**config.mk**
```make
export PLATFORM = sky130hd
export DESIGN_NAME = piba_cell
export DESIGN_NICKNAME = d
export VERILOG_FILES = /design/src/sv/piba_pkg.sv /design/src/sv/piba_cell.sv
export SDC_FILE = /design/constraint.sdc
export NUM_CORES = 1
export LEC_CHECK = 0
export BUFFER_PORTS_ARGS = -buffer_cell sky130_fd_sc_hd__buf_2
export CORE_UTILIZATION = 37
export CTS_BUF_LIST = sky130_fd_sc_hd__clkbuf_16
export CTS_CLUSTER_SIZE = 16
export DETAILED_ROUTE_END_ITERATION = 10
export GPL_ROUTABILITY_DRIVEN = 1
export HOLD_SLACK_MARGIN = 0.02
export PLACE_DENSITY_LB_ADDON = 0.25
export SETUP_SLACK_MARGIN = 0.05
export SLEW_MARGIN = 10
export SYNTH_ARGS = -nofsm -noshare
export SYNTH_HDL_FRONTEND = slang
export SYNTH_SLANG_ARGS = --single-unit
```
**constraint.sdc**
```tcl
create_clock -name clk_i -period 1.2 [get_ports clk_i]
set_clock_uncertainty 0.05 [all_clocks]
set_input_delay 0.18 -clock clk_i [delete_from_list [all_inputs] [get_ports clk_i]]
set_output_delay 0.18 -clock clk_i [all_outputs]
set_load 0.02 [all_outputs]
```
**src/sv/piba_pkg.sv**
```systemverilog
// piba_pkg: shared widths and the search token type for the block allocator
// used by piba_cell and parent_id_block_allocator_core; no dependencies
`default_nettype none

package piba_pkg;

  localparam int unsigned KEY_W = 32;
  localparam int unsigned LBA_W = 32;

  // search token handed from one cell to the next
  typedef struct packed {
    logic             hit;
    logic [LBA_W-1:0] found;
  } token_t;

endpackage

`default_nettype wire

```
**src/sv/piba_cell.sv**
```systemverilog
// piba_cell: one table entry of the allocator chain plus one stage of the
// search token pipeline; depends on piba_pkg
`default_nettype none

module piba_cell (
  input  wire                          clk_i,
  input  wire                          rst_ni,
  input  wire                          shift_i,     // take the neighbor's entry
  input  wire                          occupied_i,  // entry index below the count
  input  wire  [piba_pkg::KEY_W-1:0]   query_id_i,
  input  wire  [piba_pkg::KEY_W-1:0]   key_i,
  input  wire  [piba_pkg::LBA_W-1:0]   lba_i,
  input  wire  piba_pkg::token_t       tok_i,
  output logic [piba_pkg::KEY_W-1:0]   key_o,
  output logic [piba_pkg::LBA_W-1:0]   lba_o,
  output piba_pkg::token_t             tok_o
);

  logic [piba_pkg::KEY_W-1:0] key_q;
  logic [piba_pkg::LBA_W-1:0] lba_q;
  logic                       hit_q, hit_d;
  logic [piba_pkg::LBA_W-1:0] found_q, found_d;
  logic                       match;

  // entry storage, shifted down the chain on insert
  always_ff @(posedge clk_i) begin
    if (shift_i) begin
      key_q <= key_i;
      lba_q <= lba_i;
    end
  end

  // compare against the query and merge with the upstream token
  always_comb begin
    match   = occupied_i && (key_q == query_id_i);
    hit_d   = tok_i.hit || match;
    found_d = tok_i.hit ? tok_i.found : lba_q;
  end

  always_ff @(posedge clk_i or negedge rst_ni) begin
    if (!rst_ni) begin
      hit_q <= 1'b0;
    end else begin
      hit_q <= hit_d;
    end
  end

  always_ff @(posedge clk_i) begin
    found_q <= found_d;
  end

  assign key_o       = key_q;
  assign lba_o       = lba_q;
  assign tok_o.hit   = hit_q;
  assign tok_o.found = found_q;

endmodule

`default_nettype wire

```
==> results_dict.tcl, run 1 <==
set metrics [dict create \
    status "finished, violations left" \
    failed_checks "setup timing" \
    syn_to_final_growth_pct 83.5 \
    worstHoldEndpoint "found_q[12]" \
    layout_min_cycle_time_ps 1350 \
    synth_top_area_cell "edfxtp_1" \
    dr.first_iter.drc_count 65 \
    fillCellCount 594 \
    cap_viol_max_count 0 \
    fp.dieH_um 96.9 \
    seqPwrFrac_pct 48.1 \
    grt_use_met3_pct 6.79 \
    n_antenna_cell 0 \
    synth_top_area_share_pct 57.7 \
    nets 636 \
    timing.rr.end "hit_q" \
    worstSkewPairLatency_ps 330 \
    synth_cell_types 14 \
    start_kind "register" \
    totalPowerFinal_uw 8370 \
    core_area_mm2 0.00872 \
    min_path_cells 2 \
    io_pins 230 \
    worst_pin_slew_ps 252 \
    clk_pin_slew_ps 70 \
    grt_pass1_vias 2957 \
    grt.busiest_layer "met2" \
    cts-buffers-inserted 9 \
    synth_seq_cells 97 \
    place_congestion 0.714 \
    synthCells 178 \
    fp-row-count 34 \
    rsz0062_at_grt "yes" \
    r2r_start "key_o[11]" \
    routed_wirelength_mm 9.80 \
    p_per_area_mw_per_mm2 1370 \
    drive_above_1_share_pct 57.0 \
    vias 2737 \
    totalNegativeSetupSlack_ps -342 \
    grt_use_total_pct 19.8 \
    syn-cell-area_mm2 0.00333 \
    cts.path.max_buffers 2 \
    leakage_uw 0.00267 \
    end_kind "register" \
    grt_max_degree 38 \
    htree_levels 3 \
    yosys-top-cells-area "edfxtp_1, dfxtp_1, mux2_2, xnor2_1, nand4_1" \
    vias_per_cell 4.45 \
    cp_max_fo 2 \
    slew_violations 0 \
    syn_avg_cell_area_um2 18.7 \
    clockPowerShare_pct 32.8 \
    die-area_mm2 0.00939 \
    synth_nets 311 \
    die_w_um 96.9 \
    irDropWorstVdd_mv 0.807 \
    finalInstanceArea_mm2 0.00611 \
    p_switching_uw 2040 \
    reg2reg_slack_ps -150 \
    wl_per_cell_um 15.9 \
    grt_pass1_wl_mm 14.4 \
    final_cells 615 \
    setup-violations-final 5 \
    cp_data_required_time_ps 1410 \
    arrival_ps 1560 \
    cts_tree "done" \
    grtUsageMet2_pct 37.1 \
    setup_ws_ps -150 \
    grt_overflow 0 \
    rr_worst_depth 4 \
    internal_power_uw 6330 \
    hold_violations 0 \
    slew_headroom_pct 83.1 \
    place_inst 516 \
    p_comb_share_pct 19.1 \
    ys_seq_area_share_pct 77.7 \
    hp-class "in -> reg" \
    swShare_pct 24.4 \
    hold_start "tok_i[12]" \
    fin_crit_sh_pct 113 \
    fmax_mhz 741 \
    critPathLaunch "key_o[11]" \
    place_area_mm2 0.00467 \
    yosys_warnings 0 \
    dp_hpwl_mm 5.98 \
    grt_use_met1_pct 21.2 \
    final_antenna_net_count 0 \
    initial_core_util_pct 38.2 \
    dr.pass1.iters 4 \
    antenna_found_initial 0 \
    cts_root_buf "clkbuf_16" \
    port_buffers 229 \
    worstSetupPathType "reg -> reg" \
    cts_num_sinks 97 \
    hold_ws_ps 29.7 \
    drc 0 \
]
[metrics by stage]
stage	util (%)	setup slack, ps
4_1_cts	66.9	-140
2_1_floorplan	-	-95.4
3_3_place_gp	53.5	-105
5_1_grt	70.1	-237
3_5_place_dp	53.5	-142
6_report	70.1	-150
[sequential cells by signal, indices dropped and copies added (netlist names)]
register / flops
found_q: 32
hit_q: 1
key_o: 32
lba_o: 32
[cells by family (layout without fill, tap and decap cells)]
family / count (synthesis) / in the layout / synth area share (%)
simple gates: 11 / 11 / 1.99
buf+inv: 5 / 334 / 0.827
flops: 97 / 97 / 77.7
xor+xnor: 32 / 32 / 8.41
mux: 32 / 32 / 10.8
compound gates: 1 / 1 / 0.263
[power by group through the flow]
stage | registers, µW | clock network, µW | logic [µW]
final | 4030 | 2750 | 1600
after CTS | 3990 | 2820 | 1440
after global placement | 4040 | 0 | 1170
after global routing | 4050 | 2970 | 1680
after floorplan | 4410 | 0 | 241
after detailed placement | 4050 | 0 | 1190
[cell usage after synthesis, drive strengths merged]
| master | count |
|---|---|
| a31o | 1 |
| and3 | 1 |
| buf | 5 |
| dfrtp | 1 |
| dfxtp | 32 |
| edfxtp | 64 |
| mux2 | 32 |
| nand3 | 1 |
| nand4 | 6 |
| nor3 | 1 |
| nor4 | 2 |
| xnor2 | 28 |
| xor2 | 4 |
[area by class of cell]
cell class                 count  area (µm²)  area share (%)
timing repair buffer         319        2380            39.0
sequential                    97        2590            42.3
clock inverter                 6        60.1           0.983
tap                          108         135            2.21
multi-input combinational     76         722            11.8
clock buffer                   9         225            3.68
[critical path, stage by stage (launching register included)]
cell,delay [ps]
edfxtp_1,420
xnor2_1,210
nand4_1,170
nor4_2,280
a31o_1,160
[metal layers]
layer	share of wire (%)	up-vias	wire length (µm)
met5	0	-	0
met2	55	159	5360
li1	-	1313	-
met4	0.78	0	76
met3	8.0	6	784
met1	36	1259	3570
[worst max-delay path by stage]
stage                       end  cells past startpoint  slack (ps)
after floorplan           hit_q                      4        -100
after global placement    hit_q                      4        -100
after detailed placement  hit_q                      4        -140
after CTS                 hit_q                      4        -140
after global routing      hit_q                      4        -240
final                     hit_q                      4        -150
[repair_timing]
item | CTS | global route
endpoints found under the hold margin | 76 | 1
pin swaps | 1 | 2
resized for setup | 35 | 71
hold buffers | 76 | 1
buffers inserted | 1 | 6
endpoints found under the setup margin | 20 | 56
[cells in the final DEF, fill, tap and decap left out]
master         count
a31o_1             1
and3_1             1
buf_12             3
buf_2            178
buf_4              7
buf_6             54
bufinv_16          1
clkbuf_16          9
clkinv_2           1
clkinvlp_4         2
dfrtp_1            1
dfxtp_1           32
dlygate4sd3_1     77
edfxtp_1          64
inv_1              1
inv_4              1
mux2_2            32
nand3_1            1
nand4_1            6
nor3_1             1
nor4_1             1
nor4_2             1
xnor2_1           28
xor2_1             4
Note: power is estimated with default switching activity, not from simulation.
==> run 2: changes to the inputs <==
Settings changed: CORE_UTILIZATION 37 to 41.
Clock period 1.2 ns to 1.35 ns, I/O delays scaled along.
==> run 2 against run 1 <==
  * The flow now finishes without violations
  * Non-clock buffer count decreased by 21
  * Setup slack gained 160 ps
  * Clock power decreased by 16%
  * Cell count decreased by 4.2%
  * Die area shrank 9.6%
  * Register-to-register slack improved by 160 ps
  * Critical path type unchanged
==> results_dict.tcl, run 2 (same netlist as run 1, synthesis figures left out) <==
set metrics [dict create \
    drc 0 \
    r2r_start "key_o[9]" \
    hold_start "tok_i[5]" \
    worstSkewPairLatency_ps 330 \
    cp_max_fo 2 \
    status "complete, no violations" \
    worst_pin_slew_ps 232 \
    irDropWorstVdd_mv 0.892 \
    initial_core_util_pct 42.7 \
    hp-class "in -> reg" \
    grt_max_degree 35 \
    grt_pass1_vias 2903 \
    fp-row-count 32 \
    layout_commonest_cell "buf_2" \
    slew_headroom_pct 84.4 \
    p_comb_share_pct 17.2 \
    internal_power_uw 5270 \
    dr.pass1.iters 5 \
    die-area_mm2 0.00849 \
    critPathLaunch "key_o[9]" \
    totalNegativeSetupSlack_ps 0 \
    io_pins 230 \
    clk_pin_slew_ps 70 \
    cts-buffers-inserted 9 \
    postCtsSetupRepairBufs 0 \
    grt_use_total_pct 21.2 \
    cts.path.max_buffers 2 \
    cap_viol_max_count 0 \
    n_antenna_cell 0 \
    final_antenna_net_count 0 \
    place_inst 508 \
    drive_above_1_share_pct 57.5 \
    place_congestion 0.738 \
    cts_root_buf "clkbuf_16" \
    p_per_area_mw_per_mm2 1270 \
    nets 615 \
    slew_violations 0 \
    p_switching_uw 1790 \
    fmax_mhz 747 \
    grt_overflow 0 \
    syn_to_final_growth_pct 67.3 \
    cts_tree "done" \
    final_cells 589 \
    place_area_mm2 0.00464 \
    end_kind "register" \
    rsz0062_at_grt "yes" \
    hold_violations 0 \
    final_cell_mix "buf_2, dlygate4sd3_1, edfxtp_1" \
    leakage_uw 0.00246 \
    wl_per_cell_um 15.5 \
    setup-violations-final 0 \
    vias 2672 \
    htree_levels 3 \
    arrival_ps 1550 \
    grt_pass1_wl_mm 13.4 \
    cts_num_sinks 97 \
    seqPwrFrac_pct 50.2 \
    cp_data_required_time_ps 1560 \
    fp.dieH_um 92.1 \
    clockPowerShare_pct 32.6 \
    swShare_pct 25.4 \
    dr.first_iter.drc_count 26 \
    dp_hpwl_mm 6.24 \
    layout_min_cycle_time_ps 1340 \
    port_buffers 229 \
    start_kind "register" \
    vias_per_cell 4.54 \
    antenna_found_initial 0 \
    finalInstanceArea_mm2 0.00557 \
    routed_wirelength_mm 9.12 \
    worstSetupPathType "reg -> reg" \
    core_area_mm2 0.00781 \
    die_w_um 92.1 \
    fin_crit_sh_pct 99.2 \
]
## run 2: worst paths after layout
kind | end | slack (ps) | cells after the start
min in group asynchronous | hit_q | 130 | 2
worst min register to register | found_q[10] | 450 | 1
worst max register to register | hit_q | 10 | 4
max in group asynchronous | hit_q | 1030 | 2
worst min-delay path | found_q[5] | 40 | 2
worst max-delay path | hit_q | 10 | 4
## run 2: timing repair
| item | CTS | global route |
|---|---|---|
| hold buffers | 65 | 0 |
| pin swaps | 2 | 1 |
| gates resized for setup | 0 | 1 |
| endpoints found under the hold margin | 65 | 0 |
| setup endpoints to repair | 1 | 1 |
## run 2: stage by stage
stage / hold WS [ps] / setup WS (ps) / power [µW] / utilization [%]
floorplan: -143 / 50.0 / 4130 / -
global placement: -59.5 / 130 / 4630 / 59.5
detailed placement: -61.8 / 40.7 / 4660 / 59.5
CTS: 35.5 / 50.3 / 7070 / 71.3
global route: 32.8 / -90.2 / 7310 / 71.4
finish: 40.7 / 10.6 / 7050 / 71.4
## run 2: per-layer routing
layer  track usage, %  vias up  routed length (µm)
li1                 -     1267                   -
met5                0        -                   0
met1             20.1     1252                3190
met2             41.7      142                5070
met4             8.33        0                 155
met3             6.38       11                 702
## run 2: final cells by class
class	count	area, µm²
Sequential cell	97	2590
Clock inverter	7	46.3
Multi-Input combinational cell	76	722
Fill cell	548	2230
Clock buffer	9	225
Timing Repair Buffer	298	1860
Tap cell	102	128
## run 2: power groups by stage
stage          Combinational [µW]  Clock (µW)  Sequential [µW]
2_1_floorplan                 215           0             3920
3_3_place_gp                 1040           0             3590
3_5_place_dp                 1050           0             3600
4_1_cts                      1210        2320             3540
5_1_grt                      1280        2460             3570
6_report                     1210        2300             3540
## run 2: critical path: stages, from the launching register on
cell	delay (ps)
edfxtp_1	420
xnor2_1	180
nand4_1	160
nor4_2	310
a31o_1	170
==> run 3: changes to the inputs <==
Settings changed: CORE_MARGIN set to 2, CORE_UTILIZATION 41 to 37.
Clock period 1.35 ns to 1.1 ns, I/O delays scaled along.
==> run 3 against run 2 <==
  * The flow now finishes with violations (setup timing)
  * Largest cell class is now buffers
  * Wire length rose by 18%
  * Critical path type unchanged
  * Clock power rose by 39%
  * Non-clock buffer count rose by 45
  * Sequential share of layout area fell by 6.6 points
  * Worst hold slack improved by 19 ps
==> results_dict.tcl, run 3 (same netlist as run 1, synthesis figures left out) <==
set metrics [dict create \
    arrival_ps 1580 \
    grt_overflow 0 \
    slew_headroom_pct 83.7 \
    cts.path.max_buffers 2 \
    vias 2893 \
    fp-row-count 34 \
    leakage_uw 0.00284 \
    die_w_um 98.9 \
    htree_levels 3 \
    totalNegativeSetupSlack_ps -1950 \
    worstSetupPathType "reg -> reg" \
    setup-violations-final 56 \
    die-area_mm2 0.00978 \
    syn_to_final_growth_pct 95.2 \
    final_antenna_net_count 0 \
    fp.dieH_um 98.9 \
    worstSkewPairLatency_ps 330 \
    cap_viol_max_count 0 \
    dr.first_iter.drc_count 72 \
    cp_slowest_cell "edfxtp_1" \
    wl_per_cell_um 16.8 \
    min_path_cells 2 \
    failed_checks "setup timing" \
    cts-buffers-inserted 9 \
    dp_hpwl_mm 6.66 \
    hold_violations 0 \
    cts_tree "done" \
    core_area_mm2 0.00872 \
    nets 660 \
    p_comb_share_pct 20.1 \
    antenna_found_initial 1 \
    internal_power_uw 7200 \
    p_per_area_mw_per_mm2 1460 \
    swShare_pct 24.3 \
    clk_pin_slew_ps 70 \
    cts_num_sinks 97 \
    vias_per_cell 4.51 \
    cts_root_buf "clkbuf_16" \
    slew_violations 0 \
    finalInstanceArea_mm2 0.00650 \
    hold_ws_ps 59.9 \
    clockPowerShare_pct 33.6 \
    irDropWorstVdd_mv 1.13 \
    drive_above_1_share_pct 56.2 \
    port_buffers 229 \
    worst_pin_slew_ps 243 \
    initial_core_util_pct 38.2 \
    grt_pass1_wl_mm 15.6 \
    start_kind "register" \
    crit_chain "xnor2_1, nand4_1, nor4_2, a31o_1" \
    cp_max_fo 2 \
    seqPwrFrac_pct 46.3 \
    routed_wirelength_mm 10.8 \
    layout_commonest_cell "buf_2" \
    p_switching_uw 2310 \
    status "finished, violations left" \
    hp-class "in -> reg" \
    layout_min_cycle_time_ps 1370 \
    fin_crit_sh_pct 125 \
    place_area_mm2 0.00469 \
    final_cell_mix "buf_2, dlygate4sd3_1, edfxtp_1, buf_6, mux2_2" \
    drc 0 \
    grt_use_total_pct 20.8 \
    fmax_mhz 730 \
    end_kind "register" \
    cpPeakStageDelay_ps 410 \
    place_congestion 0.795 \
    rsz0062_at_grt "yes" \
    dr.pass1.iters 4 \
    setup_ws_ps -270 \
    grt_pass1_vias 3203 \
    grt_max_degree 36 \
    cp_data_required_time_ps 1310 \
    rr_worst_depth 4 \
    io_pins 230 \
]
-- run 3: path summary, 6_finish.rpt --
kind                       slack (ps)  startpoint          end
setup / recovery                 -270   key_o[28]        hit_q
hold / removal                     60   tok_i[30]  found_q[30]
setup reg to reg                 -270   key_o[28]        hit_q
hold reg to reg                   440   lba_o[13]  found_q[13]
max in group asynchronous         780      rst_ni        hit_q
min in group asynchronous         130      rst_ni        hit_q
-- run 3: critical path, delay by kind of cell (launching register included) --
family / cells / cell delay (ps)
AO/OA/AOI/OAI: 1 / 170
XOR/XNOR: 1 / 210
flip-flops: 1 / 410
AND/OR/NAND/NOR: 2 / 460
-- run 3: final cells by class --
| cell class | instances | area [µm²] |
|---|---|---|
| Timing Repair Buffer | 343 | 2730 |
| Sequential cell | 97 | 2590 |
| Fill cell | 521 | 2220 |
| Multi-Input combinational cell | 76 | 733 |
| Clock buffer | 10 | 250 |
| Tap cell | 108 | 135 |
| Clock inverter | 6 | 65.1 |
| Antenna cell | 1 | 2.50 |
-- run 3: stage by stage --
step	worst slack, ps	total power, µW	cells	util [%]
2_1_floorplan	-195	5070	178	-
3_3_place_gp	-238	5720	518	53.8
3_5_place_dp	-294	5750	518	53.8
4_1_cts	-236	9440	632	72.6
5_1_grt	-327	9860	641	74.5
6_report	-270	9520	641	74.5
-- run 3: power groups by stage --
stage               Clock, µW  Combinational (µW)  Sequential (µW)
finish                   3190                1920             4410
global route             3410                2020             4440
CTS                      3260                1790             4390
detailed placement          0                1330             4420
global placement            0                1310             4410
floorplan                   0                 263             4810
-- run 3: what timing repair did --
action	4_1_cts	5_1_grt
setup endpoints to repair	66	84
resized for setup	109	39
hold buffers	95	0
setup buffers	3	8
hold endpoints to repair	95	0
pin swaps	1	0
-- run 3: metal layers --
| layer | wire [µm] | vias to the layer above | part of all wire (%) | GRT usage, % |
|---|---|---|---|---|
| li1 | - | 1359 | - | - |
| met1 | 3880 | 1360 | 36 | 21.3 |
| met2 | 5700 | 162 | 53 | 38.5 |
| met3 | 1070 | 12 | 9.9 | 7.59 |
| met4 | 136 | 0 | 1.3 | 7.48 |
| met5 | 0 | - | 0 | 0 |
